[src/rtl/u16x_pkg.sv]
// Shared types and constants for the 16x oversampling UART transceiver.
// Used by the receiver, transmitter, top level and checker; no dependencies.
`timescale 1ns / 1ps
`default_nettype none

package u16x_pkg;

  // Ticks per bit cell and the points inside a cell that the logic watches.
  localparam int unsigned OVERSAMPLE = 16;
  localparam logic [7:0] TICKS_CELL    = 8'(OVERSAMPLE);
  localparam logic [7:0] TICKS_HALF    = 8'(OVERSAMPLE / 2);
  localparam logic [7:0] TICKS_QUARTER = 8'(OVERSAMPLE / 4);
  localparam logic [3:0] CELL_MID      = 4'(OVERSAMPLE / 2);

  // Request actions.
  localparam logic [2:0] ACT_RX_TICK = 3'd0;
  localparam logic [2:0] ACT_TX_TICK = 3'd1;
  localparam logic [2:0] ACT_LOAD    = 3'd2;
  localparam logic [2:0] ACT_ACK     = 3'd3;
  localparam logic [2:0] ACT_RESET   = 3'd4;

  // Configuration register indexes.
  localparam int unsigned CFG_INDEX_W = 2;
  localparam int unsigned CFG_DATA_W  = 2;
  localparam logic [CFG_INDEX_W-1:0] CFG_DATA_BITS   = 2'd0;
  localparam logic [CFG_INDEX_W-1:0] CFG_TWO_STOP    = 2'd1;
  localparam logic [CFG_INDEX_W-1:0] CFG_NO_PARITY   = 2'd2;
  localparam logic [CFG_INDEX_W-1:0] CFG_EVEN_PARITY = 2'd3;

  // Character framing phases, shared by receiver and transmitter.
  typedef enum logic [2:0] {
    PH_IDLE   = 3'd0,
    PH_START  = 3'd1,
    PH_DATA   = 3'd2,
    PH_PARITY = 3'd3,
    PH_STOP1  = 3'd4,
    PH_STOP2  = 3'd5,
    PH_PREP   = 3'd6
  } phase_t;

  typedef struct packed {
    logic [1:0] data_bits_sel;
    logic       two_stop;
    logic       no_parity;
    logic       even_parity;
  } cfg_t;

  // Per-cycle control from the top level to both halves.
  typedef struct packed {
    logic step;   // a request is accepted this cycle
    logic clear;  // a configuration change resets the block
  } ctl_t;

  typedef struct packed {
    logic [2:0] action;
    logic       serial_in;
    logic [7:0] tx_byte;
  } cmd_t;

  typedef struct packed {
    logic       serial_out;
    logic [7:0] rx_byte;
    logic       data_available;
    logic       parity_error;
    logic       framing_error;
    logic       overrun_error;
    logic       tx_empty;
    logic       end_of_char;
  } rsp_t;

  typedef struct packed {
    logic [7:0] rx_byte;
    logic       data_available;
    logic       parity_error;
    logic       framing_error;
    logic       overrun_error;
  } rx_stat_t;

  typedef struct packed {
    logic serial_out;
    logic tx_empty;
    logic end_of_char;
  } tx_stat_t;

  // Length of the data field in ticks.
  function automatic logic [7:0] char_ticks(input logic [1:0] sel);
    logic [3:0] nbits;
    nbits = {2'b00, sel} + 4'd5;
    return {nbits, 4'b0000};
  endfunction

endpackage

`default_nettype wire

[src/rtl/u16x_rx.sv]
// Receiver half of the UART: start bit hunt, mid-cell sampling and status flags.
// Depends on u16x_pkg.
`timescale 1ns / 1ps
`default_nettype none

module u16x_rx (
  input  logic              clk,
  input  logic              rst,
  input  u16x_pkg::ctl_t    ctl,
  input  u16x_pkg::cmd_t    cmd,
  input  u16x_pkg::cfg_t    cfg,
  output u16x_pkg::rx_stat_t stat_next
);
  import u16x_pkg::*;

  phase_t     rx_phase, rx_phase_next;
  logic [7:0] rx_tick_count, rx_tick_count_next;
  logic [2:0] rx_bit_index, rx_bit_index_next;
  logic       rx_parity_acc, rx_parity_acc_next;
  logic       rx_sample, rx_sample_next;
  logic [7:0] rx_shift, rx_shift_next;
  rx_stat_t   stat;
  logic [7:0] count_dec;
  logic       si;

  assign count_dec = rx_tick_count - 8'd1;
  assign si        = cmd.serial_in;

  // Next state for one request.
  always_comb begin
    rx_phase_next      = rx_phase;
    rx_tick_count_next = rx_tick_count;
    rx_bit_index_next  = rx_bit_index;
    rx_parity_acc_next = rx_parity_acc;
    rx_sample_next     = rx_sample;
    rx_shift_next      = rx_shift;
    stat_next          = stat;

    if (ctl.clear || (ctl.step && cmd.action == ACT_RESET)) begin
      stat_next.data_available = 1'b0;
      stat_next.parity_error   = 1'b0;
      stat_next.framing_error  = 1'b0;
      stat_next.overrun_error  = 1'b0;
      rx_shift_next            = '0;
      rx_phase_next            = PH_PREP;
    end else if (ctl.step) begin
      case (cmd.action)
        ACT_ACK: begin
          stat_next.data_available = 1'b0;
        end
        ACT_RX_TICK: begin
          case (rx_phase)
            PH_IDLE: begin
              if (!si) begin
                rx_phase_next      = PH_START;
                rx_tick_count_next = TICKS_CELL;
              end
            end
            PH_START: begin
              rx_tick_count_next = count_dec;
              // A start bit that is high again at mid-cell was a glitch.
              if (count_dec == TICKS_HALF && si) begin
                rx_phase_next = PH_IDLE;
              end else if (count_dec == 8'd0) begin
                rx_phase_next      = PH_DATA;
                rx_tick_count_next = char_ticks(cfg.data_bits_sel);
                rx_bit_index_next  = '0;
                rx_parity_acc_next = 1'b0;
                rx_shift_next      = '0;
              end
            end
            PH_DATA: begin
              rx_tick_count_next = count_dec;
              if (count_dec == 8'd0) begin
                rx_tick_count_next = TICKS_CELL;
                rx_phase_next      = cfg.no_parity ? PH_STOP1 : PH_PARITY;
              end else if (count_dec[3:0] == 4'd0) begin
                rx_bit_index_next = rx_bit_index + 3'd1;
              end else if (count_dec[3:0] == CELL_MID) begin
                rx_sample_next              = si;
                rx_parity_acc_next          = rx_parity_acc ^ si;
                rx_shift_next[rx_bit_index] = rx_shift[rx_bit_index] | si;
              end
            end
            PH_PARITY: begin
              rx_tick_count_next = count_dec;
              if (count_dec == TICKS_HALF) begin
                rx_parity_acc_next = rx_parity_acc ^ si;
              end else if (count_dec == 8'd0) begin
                rx_tick_count_next = TICKS_CELL;
                rx_phase_next      = PH_STOP1;
                // Leaves a one here when the parity is wrong.
                rx_parity_acc_next = rx_parity_acc ^ ~cfg.even_parity;
              end
            end
            PH_STOP1: begin
              rx_tick_count_next = count_dec;
              if (count_dec == TICKS_HALF) begin
                rx_sample_next = si;
              end else if (count_dec == TICKS_HALF - 8'd1) begin
                // Post the character and its error flags.
                stat_next.framing_error = !rx_sample;
                if (!rx_sample) begin
                  rx_phase_next = PH_PREP;
                end
                stat_next.parity_error  = rx_parity_acc && !cfg.no_parity;
                stat_next.overrun_error = stat.data_available;
                stat_next.rx_byte       = rx_shift;
              end else if (count_dec == TICKS_HALF - 8'd2) begin
                stat_next.data_available = 1'b1;
              end else if (count_dec == TICKS_QUARTER) begin
                rx_phase_next = PH_PREP;
              end
            end
            default: begin
              // Wait for a mark before hunting for the next start bit.
              if (si) begin
                rx_phase_next = PH_IDLE;
              end
            end
          endcase
        end
        default: begin
        end
      endcase
    end
  end

  // State registers.
  always_ff @(posedge clk) begin
    if (rst) begin
      rx_phase      <= PH_PREP;
      rx_tick_count <= '0;
      rx_bit_index  <= '0;
      rx_parity_acc <= 1'b0;
      rx_sample     <= 1'b0;
      rx_shift      <= '0;
      stat          <= '0;
    end else begin
      rx_phase      <= rx_phase_next;
      rx_tick_count <= rx_tick_count_next;
      rx_bit_index  <= rx_bit_index_next;
      rx_parity_acc <= rx_parity_acc_next;
      rx_sample     <= rx_sample_next;
      rx_shift      <= rx_shift_next;
      stat          <= stat_next;
    end
  end

endmodule

`default_nettype wire

[src/rtl/u16x_tx.sv]
// Transmitter half of the UART: one-byte buffer, framing and parity generation.
// Depends on u16x_pkg.
`timescale 1ns / 1ps
`default_nettype none

module u16x_tx (
  input  logic              clk,
  input  logic              rst,
  input  u16x_pkg::ctl_t    ctl,
  input  u16x_pkg::cmd_t    cmd,
  input  u16x_pkg::cfg_t    cfg,
  output u16x_pkg::tx_stat_t stat_next
);
  import u16x_pkg::*;

  phase_t     tx_phase, tx_phase_next;
  logic [7:0] tx_tick_count, tx_tick_count_next;
  logic [7:0] tx_shift, tx_shift_next;
  logic [7:0] tx_hold, tx_hold_next;
  logic       tx_parity_acc, tx_parity_acc_next;
  tx_stat_t   stat;
  logic [7:0] count_dec;
  logic [7:0] stop2_ticks;

  assign count_dec   = tx_tick_count - 8'd1;
  // Second stop bit is half a cell long with five data bits.
  assign stop2_ticks = !cfg.two_stop ? 8'd0 :
                       (cfg.data_bits_sel == 2'd0) ? TICKS_HALF : TICKS_CELL;

  // Next state for one request.
  always_comb begin
    tx_phase_next      = tx_phase;
    tx_tick_count_next = tx_tick_count;
    tx_shift_next      = tx_shift;
    tx_hold_next       = tx_hold;
    tx_parity_acc_next = tx_parity_acc;
    stat_next          = stat;

    if (ctl.clear || (ctl.step && cmd.action == ACT_RESET)) begin
      stat_next.serial_out  = 1'b1;
      stat_next.tx_empty    = 1'b1;
      stat_next.end_of_char = 1'b1;
      tx_shift_next         = '0;
      tx_phase_next         = PH_IDLE;
    end else if (ctl.step) begin
      case (cmd.action)
        ACT_LOAD: begin
          if (stat.tx_empty) begin
            tx_hold_next       = cmd.tx_byte;
            stat_next.tx_empty = 1'b0;
          end
        end
        ACT_TX_TICK: begin
          case (tx_phase)
            PH_PREP: begin
              tx_tick_count_next = count_dec;
              if (count_dec == 8'd0) begin
                tx_phase_next      = PH_START;
                tx_tick_count_next = TICKS_CELL;
              end
            end
            PH_START: begin
              // First tick of the start cell takes the byte from the buffer.
              if (tx_tick_count == TICKS_CELL) begin
                tx_shift_next         = tx_hold;
                stat_next.tx_empty    = 1'b1;
                stat_next.serial_out  = 1'b0;
                stat_next.end_of_char = 1'b0;
                tx_parity_acc_next    = 1'b0;
              end
              tx_tick_count_next = count_dec;
              if (count_dec == 8'd0) begin
                tx_phase_next      = PH_DATA;
                tx_tick_count_next = char_ticks(cfg.data_bits_sel);
              end
            end
            PH_DATA: begin
              if (tx_tick_count[3:0] == 4'd0) begin
                stat_next.serial_out = tx_shift[0];
                tx_parity_acc_next   = tx_parity_acc ^ tx_shift[0];
                tx_shift_next        = {1'b0, tx_shift[7:1]};
              end
              tx_tick_count_next = count_dec;
              if (count_dec == 8'd0) begin
                tx_tick_count_next = TICKS_CELL;
                tx_phase_next      = cfg.no_parity ? PH_STOP1 : PH_PARITY;
              end
            end
            PH_PARITY: begin
              if (tx_tick_count == TICKS_CELL) begin
                stat_next.serial_out = ~cfg.even_parity ^ tx_parity_acc;
              end
              tx_tick_count_next = count_dec;
              if (count_dec == 8'd0) begin
                tx_phase_next      = PH_STOP1;
                tx_tick_count_next = TICKS_CELL;
              end
            end
            PH_STOP1: begin
              if (tx_tick_count == TICKS_CELL) begin
                stat_next.serial_out = 1'b1;
              end
              tx_tick_count_next = count_dec;
              if (count_dec == 8'd0) begin
                stat_next.end_of_char = 1'b1;
                if (stop2_ticks != 8'd0) begin
                  tx_phase_next      = PH_STOP2;
                  tx_tick_count_next = stop2_ticks;
                end else if (stat.tx_empty) begin
                  tx_phase_next = PH_IDLE;
                end else begin
                  tx_tick_count_next = TICKS_CELL;
                  tx_phase_next      = PH_START;
                end
              end
            end
            PH_STOP2: begin
              tx_tick_count_next = count_dec;
              if (count_dec == 8'd0) begin
                if (stat.tx_empty) begin
                  tx_phase_next = PH_IDLE;
                end else begin
                  tx_tick_count_next = TICKS_CELL;
                  tx_phase_next      = PH_START;
                end
              end
            end
            default: begin
              // Idle: a full buffer starts a character after one tick.
              if (!stat.tx_empty) begin
                tx_phase_next      = PH_PREP;
                tx_tick_count_next = 8'd1;
              end
            end
          endcase
        end
        default: begin
        end
      endcase
    end
  end

  // State registers.
  always_ff @(posedge clk) begin
    if (rst) begin
      tx_phase           <= PH_IDLE;
      tx_tick_count      <= '0;
      tx_shift           <= '0;
      tx_hold            <= '0;
      tx_parity_acc      <= 1'b0;
      stat.serial_out    <= 1'b1;
      stat.tx_empty      <= 1'b1;
      stat.end_of_char   <= 1'b1;
    end else begin
      tx_phase      <= tx_phase_next;
      tx_tick_count <= tx_tick_count_next;
      tx_shift      <= tx_shift_next;
      tx_hold       <= tx_hold_next;
      tx_parity_acc <= tx_parity_acc_next;
      stat          <= stat_next;
    end
  end

endmodule

`default_nettype wire

[src/rtl/uart_transceiver_16x.sv]
// Top level of the 16x oversampling UART transceiver.
// Depends on u16x_pkg, u16x_rx and u16x_tx.
`timescale 1ns / 1ps
`default_nettype none

// Each request (receive tick, transmit tick, load, acknowledge or reset)
// updates the receiver and transmitter state at the edge that accepts it, and
// the resulting line and status snapshot is registered in the response buffer
// at that edge. A request can be taken every cycle while cmd_stall is low. A
// two-entry response buffer (output register plus skid register) lets one
// more request in while a response is stalled; cmd_stall rises only when both
// entries are full. Writing a configuration register with a different value
// resets the block like the reset action; writing the same value does nothing.

module uart_transceiver_16x (
  input  logic                                 clk,
  input  logic                                 rst,
  input  logic                                 cmd_valid,
  output logic                                 cmd_stall,
  input  u16x_pkg::cmd_t                       cmd,
  output logic                                 rsp_valid,
  input  logic                                 rsp_stall,
  output u16x_pkg::rsp_t                       rsp,
  input  logic                                 cfg_we,
  input  logic [u16x_pkg::CFG_INDEX_W-1:0]     cfg_index,
  input  logic [u16x_pkg::CFG_DATA_W-1:0]      cfg_data
);
  import u16x_pkg::*;

  cfg_t     cfg, cfg_next;
  ctl_t     ctl;
  rx_stat_t rx_next;
  tx_stat_t tx_next;
  rsp_t     result;
  rsp_t     skid;
  logic     skid_valid;
  logic     accept;

  // Configuration register write; a changed value clears the block.
  always_comb begin
    cfg_next = cfg;
    case (cfg_index)
      CFG_DATA_BITS:   cfg_next.data_bits_sel = cfg_data;
      CFG_TWO_STOP:    cfg_next.two_stop      = cfg_data[0];
      CFG_NO_PARITY:   cfg_next.no_parity     = cfg_data[0];
      CFG_EVEN_PARITY: cfg_next.even_parity   = cfg_data[0];
      default:         cfg_next = cfg;
    endcase
  end

  always_ff @(posedge clk) begin
    if (rst) begin
      cfg <= '0;
    end else if (cfg_we) begin
      cfg <= cfg_next;
    end
  end

  assign cmd_stall = skid_valid;
  assign accept    = cmd_valid && !cmd_stall;
  assign ctl.step  = accept;
  assign ctl.clear = cfg_we && (cfg_next != cfg);

  u16x_rx u_rx (
    .clk       (clk),
    .rst       (rst),
    .ctl       (ctl),
    .cmd       (cmd),
    .cfg       (cfg),
    .stat_next (rx_next)
  );

  u16x_tx u_tx (
    .clk       (clk),
    .rst       (rst),
    .ctl       (ctl),
    .cmd       (cmd),
    .cfg       (cfg),
    .stat_next (tx_next)
  );

  // Snapshot of the state after the request.
  always_comb begin
    result.serial_out     = tx_next.serial_out;
    result.rx_byte        = rx_next.rx_byte;
    result.data_available = rx_next.data_available;
    result.parity_error   = rx_next.parity_error;
    result.framing_error  = rx_next.framing_error;
    result.overrun_error  = rx_next.overrun_error;
    result.tx_empty       = tx_next.tx_empty;
    result.end_of_char    = tx_next.end_of_char;
  end

  // Response register with a skid entry behind it.
  always_ff @(posedge clk) begin
    if (rst) begin
      rsp_valid  <= 1'b0;
      skid_valid <= 1'b0;
    end else if (!rsp_valid || !rsp_stall) begin
      if (skid_valid) begin
        rsp        <= skid;
        rsp_valid  <= 1'b1;
        skid_valid <= 1'b0;
      end else begin
        rsp_valid <= accept;
        if (accept) begin
          rsp <= result;
        end
      end
    end else if (accept) begin
      skid       <= result;
      skid_valid <= 1'b1;
    end
  end

endmodule

`default_nettype wire

[config.mk]
export PLATFORM = sky130hd
export DESIGN_NAME = uart_transceiver_16x
export DESIGN_NICKNAME = d
export VERILOG_FILES = /design/src/rtl/u16x_pkg.sv /design/src/rtl/u16x_rx.sv /design/src/rtl/u16x_tx.sv /design/src/rtl/uart_transceiver_16x.sv
export SDC_FILE = /design/constraint.sdc
export NUM_CORES = 1
export LEC_CHECK = 0
export ABC_AREA = 1
export ABC_CLOCK_PERIOD_IN_PS = 3350
export BUFFER_PORTS_ARGS = -buffer_cell sky130_fd_sc_hd__buf_2
export CAP_MARGIN = 5
export CORE_MARGIN = 2
export CORE_UTILIZATION = 61
export DETAILED_ROUTE_END_ITERATION = 10
export PLACE_DENSITY = 0.82
export SYNTH_ARGS = -nofsm -noshare
export SYNTH_HDL_FRONTEND = slang
export SYNTH_HIERARCHICAL = 1
export SYNTH_SLANG_ARGS = --single-unit
export TNS_END_PERCENT = 10
[constraint.sdc]
create_clock -name clk -period 3.35 [get_ports clk]
set_clock_uncertainty 0.05 [all_clocks]
set_input_delay 0.1675 -clock clk [delete_from_list [all_inputs] [get_ports clk]]
set_output_delay 0.1675 -clock clk [all_outputs]
set_load 0.1 [all_outputs]
==> results.tsv <==
metric	value	unit
wire per inst	13.40	um
Synth Area per Inst	7.370	um^2
Top FF cell, synth	dfxtp_1	
fin crit period	2.644	ns
Post-synth EDFFs	30	
# diodes	0	
die area	10620	um^2
routability congestion estimate	0.9505	
Vias	5447	
HPWL after DPL	9.949	mm
unrepaired setup endpoints after global routing	no	
cts bufs inserted	9	
DIE HEIGHT	103.1	um
count leader, synth	nand2_1	
setup TNS	0	ns
initial core utilization	62.08	%
share of cells above drive strength 1	17.61	%
Residual DRC	0	
post-route ant nets	0	
Clk Latency, worst-skew pair	0.38	ns
total track usage	26.50	%
clock-pin slew on the worst setup and hold paths	0.11	ns
Synth Area in Adders	2.091	%
Sink Count	104	
largest fanout on the critical path	10	
largest net degree at the start of global routing	39	
Ys Warns	6	
CTS tree	yes	
CTS Hold Bufs	8	
main combinational cell family by area after synthesis	simple AND/OR/NAND/NOR gates	
Post-Synth XOR/XNOR Area	0.5854	%
Util after Layout	67.89	%
final hold slack	0.01070	ns
Synth top cells by count	nand2_1 (180), inv_1 (91), nor2_1 (82)	
drt pass-1 iters	5	
Pwr per Cell Area	357.0	nW/um^2
sequential power share	56.6	%
CP arrival	2.74	ns
Pint	1670	uW
critical path data required time	3.44	ns
post-synthesis compound-gate area fraction	13.17	%
Leak	0.002764	uW
flop2flop setup slack	0.71	ns
initial antenna violation count	0	
total power	2336	uW
sequential element share of the synthesized area	39.81	%
Syn Nets	843	
sw power	666.0	uW
Synth area leader	dfxtp_1	
H-Tree Depth	3	
Slew @ Worst Pin	1.269	ns
Hold Fails Final Rpt	0	
vias per cell	5.469	
Synth area leaders	dfxtp_1 (25%), edfxtp_1 (15%), nand2_1 (11%), inv_1 (5.7%), a21oi_1 (5.3%)	
Final setup viols	0	
#FFs+latches synth	104	
setup bufs post-CTS	0	
Async SR Flop Fraction	0	%
multiplexer share of the synthesized area	2.822	%
vias in the first global route	5081	
FILL cells	813	
first-pass GRT wire length	22.45	mm
Crit Path Category	reg -> reg	
Synth-to-Final Area Change	9.346	%
core box area	9639	um^2
clock root cell	clkbuf_8	
min-delay worst type	in -> reg	
Horiz. Die Dim	103.1	um
CP endpoint kind	flop	
Switching Share	28.51	%
CTS resizes	0	
post-synthesis simple-gate area fraction	32.39	%
Nets	889	
IO Pins	38	
initial DRC count	374	
pre-CTS setup slack	0.7314	ns
port bufs	37	
global route overflow	0	
clock group share of total power	33.5	%
Max Cap Viol	0	
CTS Buffer Depth	2	
synthesized area	5984	um^2
top-area cell type share of the netlist area	24.75	%
Distinct cells, synth	46	
period utilisation layout	78.92	%
Synth Instances	812	
Final Max Tran Viols	0	
outcome	complete, no violations	
Routed WL	13.35	mm
site row count	36	
min setup slack post-route	0.7062	ns
combinational share of power	9.8	%
Max Fclk	378.2	MHz
Rel. slew slack	15.08	%
CP Launch Type	flop	
worst vdd ir	237.7	uV
path summary, 6_finish.rpt:
kind	start	end	cells after the start
worst max-delay path	u_rx/rx_tick_count[0]	rsp[12]	12
worst max register to register	u_rx/rx_tick_count[0]	rsp[12]	12
worst min register to register	u_tx/tx_shift[1]	u_tx/tx_shift[1]	2
worst min-delay path	cmd[0]	u_tx/tx_hold[0]	3
cell families (layout without fill, tap and decap cells):
family | after synthesis | in the layout
adder cells (fa/ha/maj) | 10 | 10
AND/OR/NAND/NOR | 408 | 408
AO/OA/AOI/OAI | 143 | 143
XOR/XNOR | 4 | 4
flip-flops | 104 | 104
multiplexers | 15 | 15
buffers and inverters | 128 | 179
power groups by stage:
stage / clock [uW] / combinational, uW / sequential (uW)
3_5_place_dp: 0 / 219 / 1350
4_1_cts: 806 / 227 / 1320
2_1_floorplan: 0 / 116 / 1400
6_report: 783 / 230 / 1320
3_3_place_gp: 0 / 215 / 1350
5_1_grt: 853 / 253 / 1330
worst max-delay path: stages (launching register included):
cell and delay, ns:
dfxtp_1 0.34, inv_1 0.18, ha_1 0.24, nand2_2 0.10, o21ai_1 0.14, nand2_1 0.12
nor2_4 0.22, nand3_1 0.17, nor2_2 0.18, nand2_2 0.19, nand2_1 0.14, nand2_1 0.07
mux2_2 0.25
metal layers:
layer	track usage, %	vias to the layer above	routed length, um
met5	0	-	0
met4	8.502	0	186
met3	4.678	17	757
met2	43.11	177	6303
met1	35.99	2489	6099
li1	-	2764	-
layout by cell type (no fill, tap or decap), types with 17 or more instances in the layout:
cell and instances:
a21oi_1 63, inv_1 91, buf_2 37, dfxtp_1 74, nor2_1 82, nand3_1 61
edfxtp_1 30, inv_2 20, o21ai_0 46, nand2_2 17, nand2_1 180
metrics by stage:
| step | instances | instance area (um^2) |
|---|---|---|
| 2_1_floorplan | 812 | 5984 |
| 3_3_place_gp | 972 | 6260 |
| 5_1_grt | 996 | 6544 |
| 3_5_place_dp | 972 | 6260 |
| 6_report | 996 | 6544 |
| 4_1_cts | 996 | 6544 |
flip-flops by register name, summed over array words and instances (netlist names):
name                cells
rsp_valid               1
u_rx/rx_parity_acc      1
u_tx/tx_shift           8
u_tx/tx_hold            8
u_tx/tx_phase           3
rsp                    15
cmd_stall               1
u_tx/tx_tick_count      8
u_rx/rx_bit_index       3
u_rx/rx_phase           3
cfg                     5
u_rx/rx_shift           8
u_rx/stat              12
skid                   15
u_rx/rx_sample          1
u_rx/rx_tick_count      8
u_tx/stat               3
u_tx/tx_parity_acc      1
cell type report:
class / instances / area (um^2) / area share [%]
clock inverter: 7 / 80.08 / 1.224
tap: 133 / 166.4 / 2.543
inverter: 112 / 420.4 / 6.424
sequential: 104 / 2382 / 36.41
timing repair buffer: 51 / 310.3 / 4.742
clock buffer: 9 / 123.9 / 1.893
multi-input combinational: 580 / 3060 / 46.77
No activity file was read; power rests on OpenSTA's default activity.
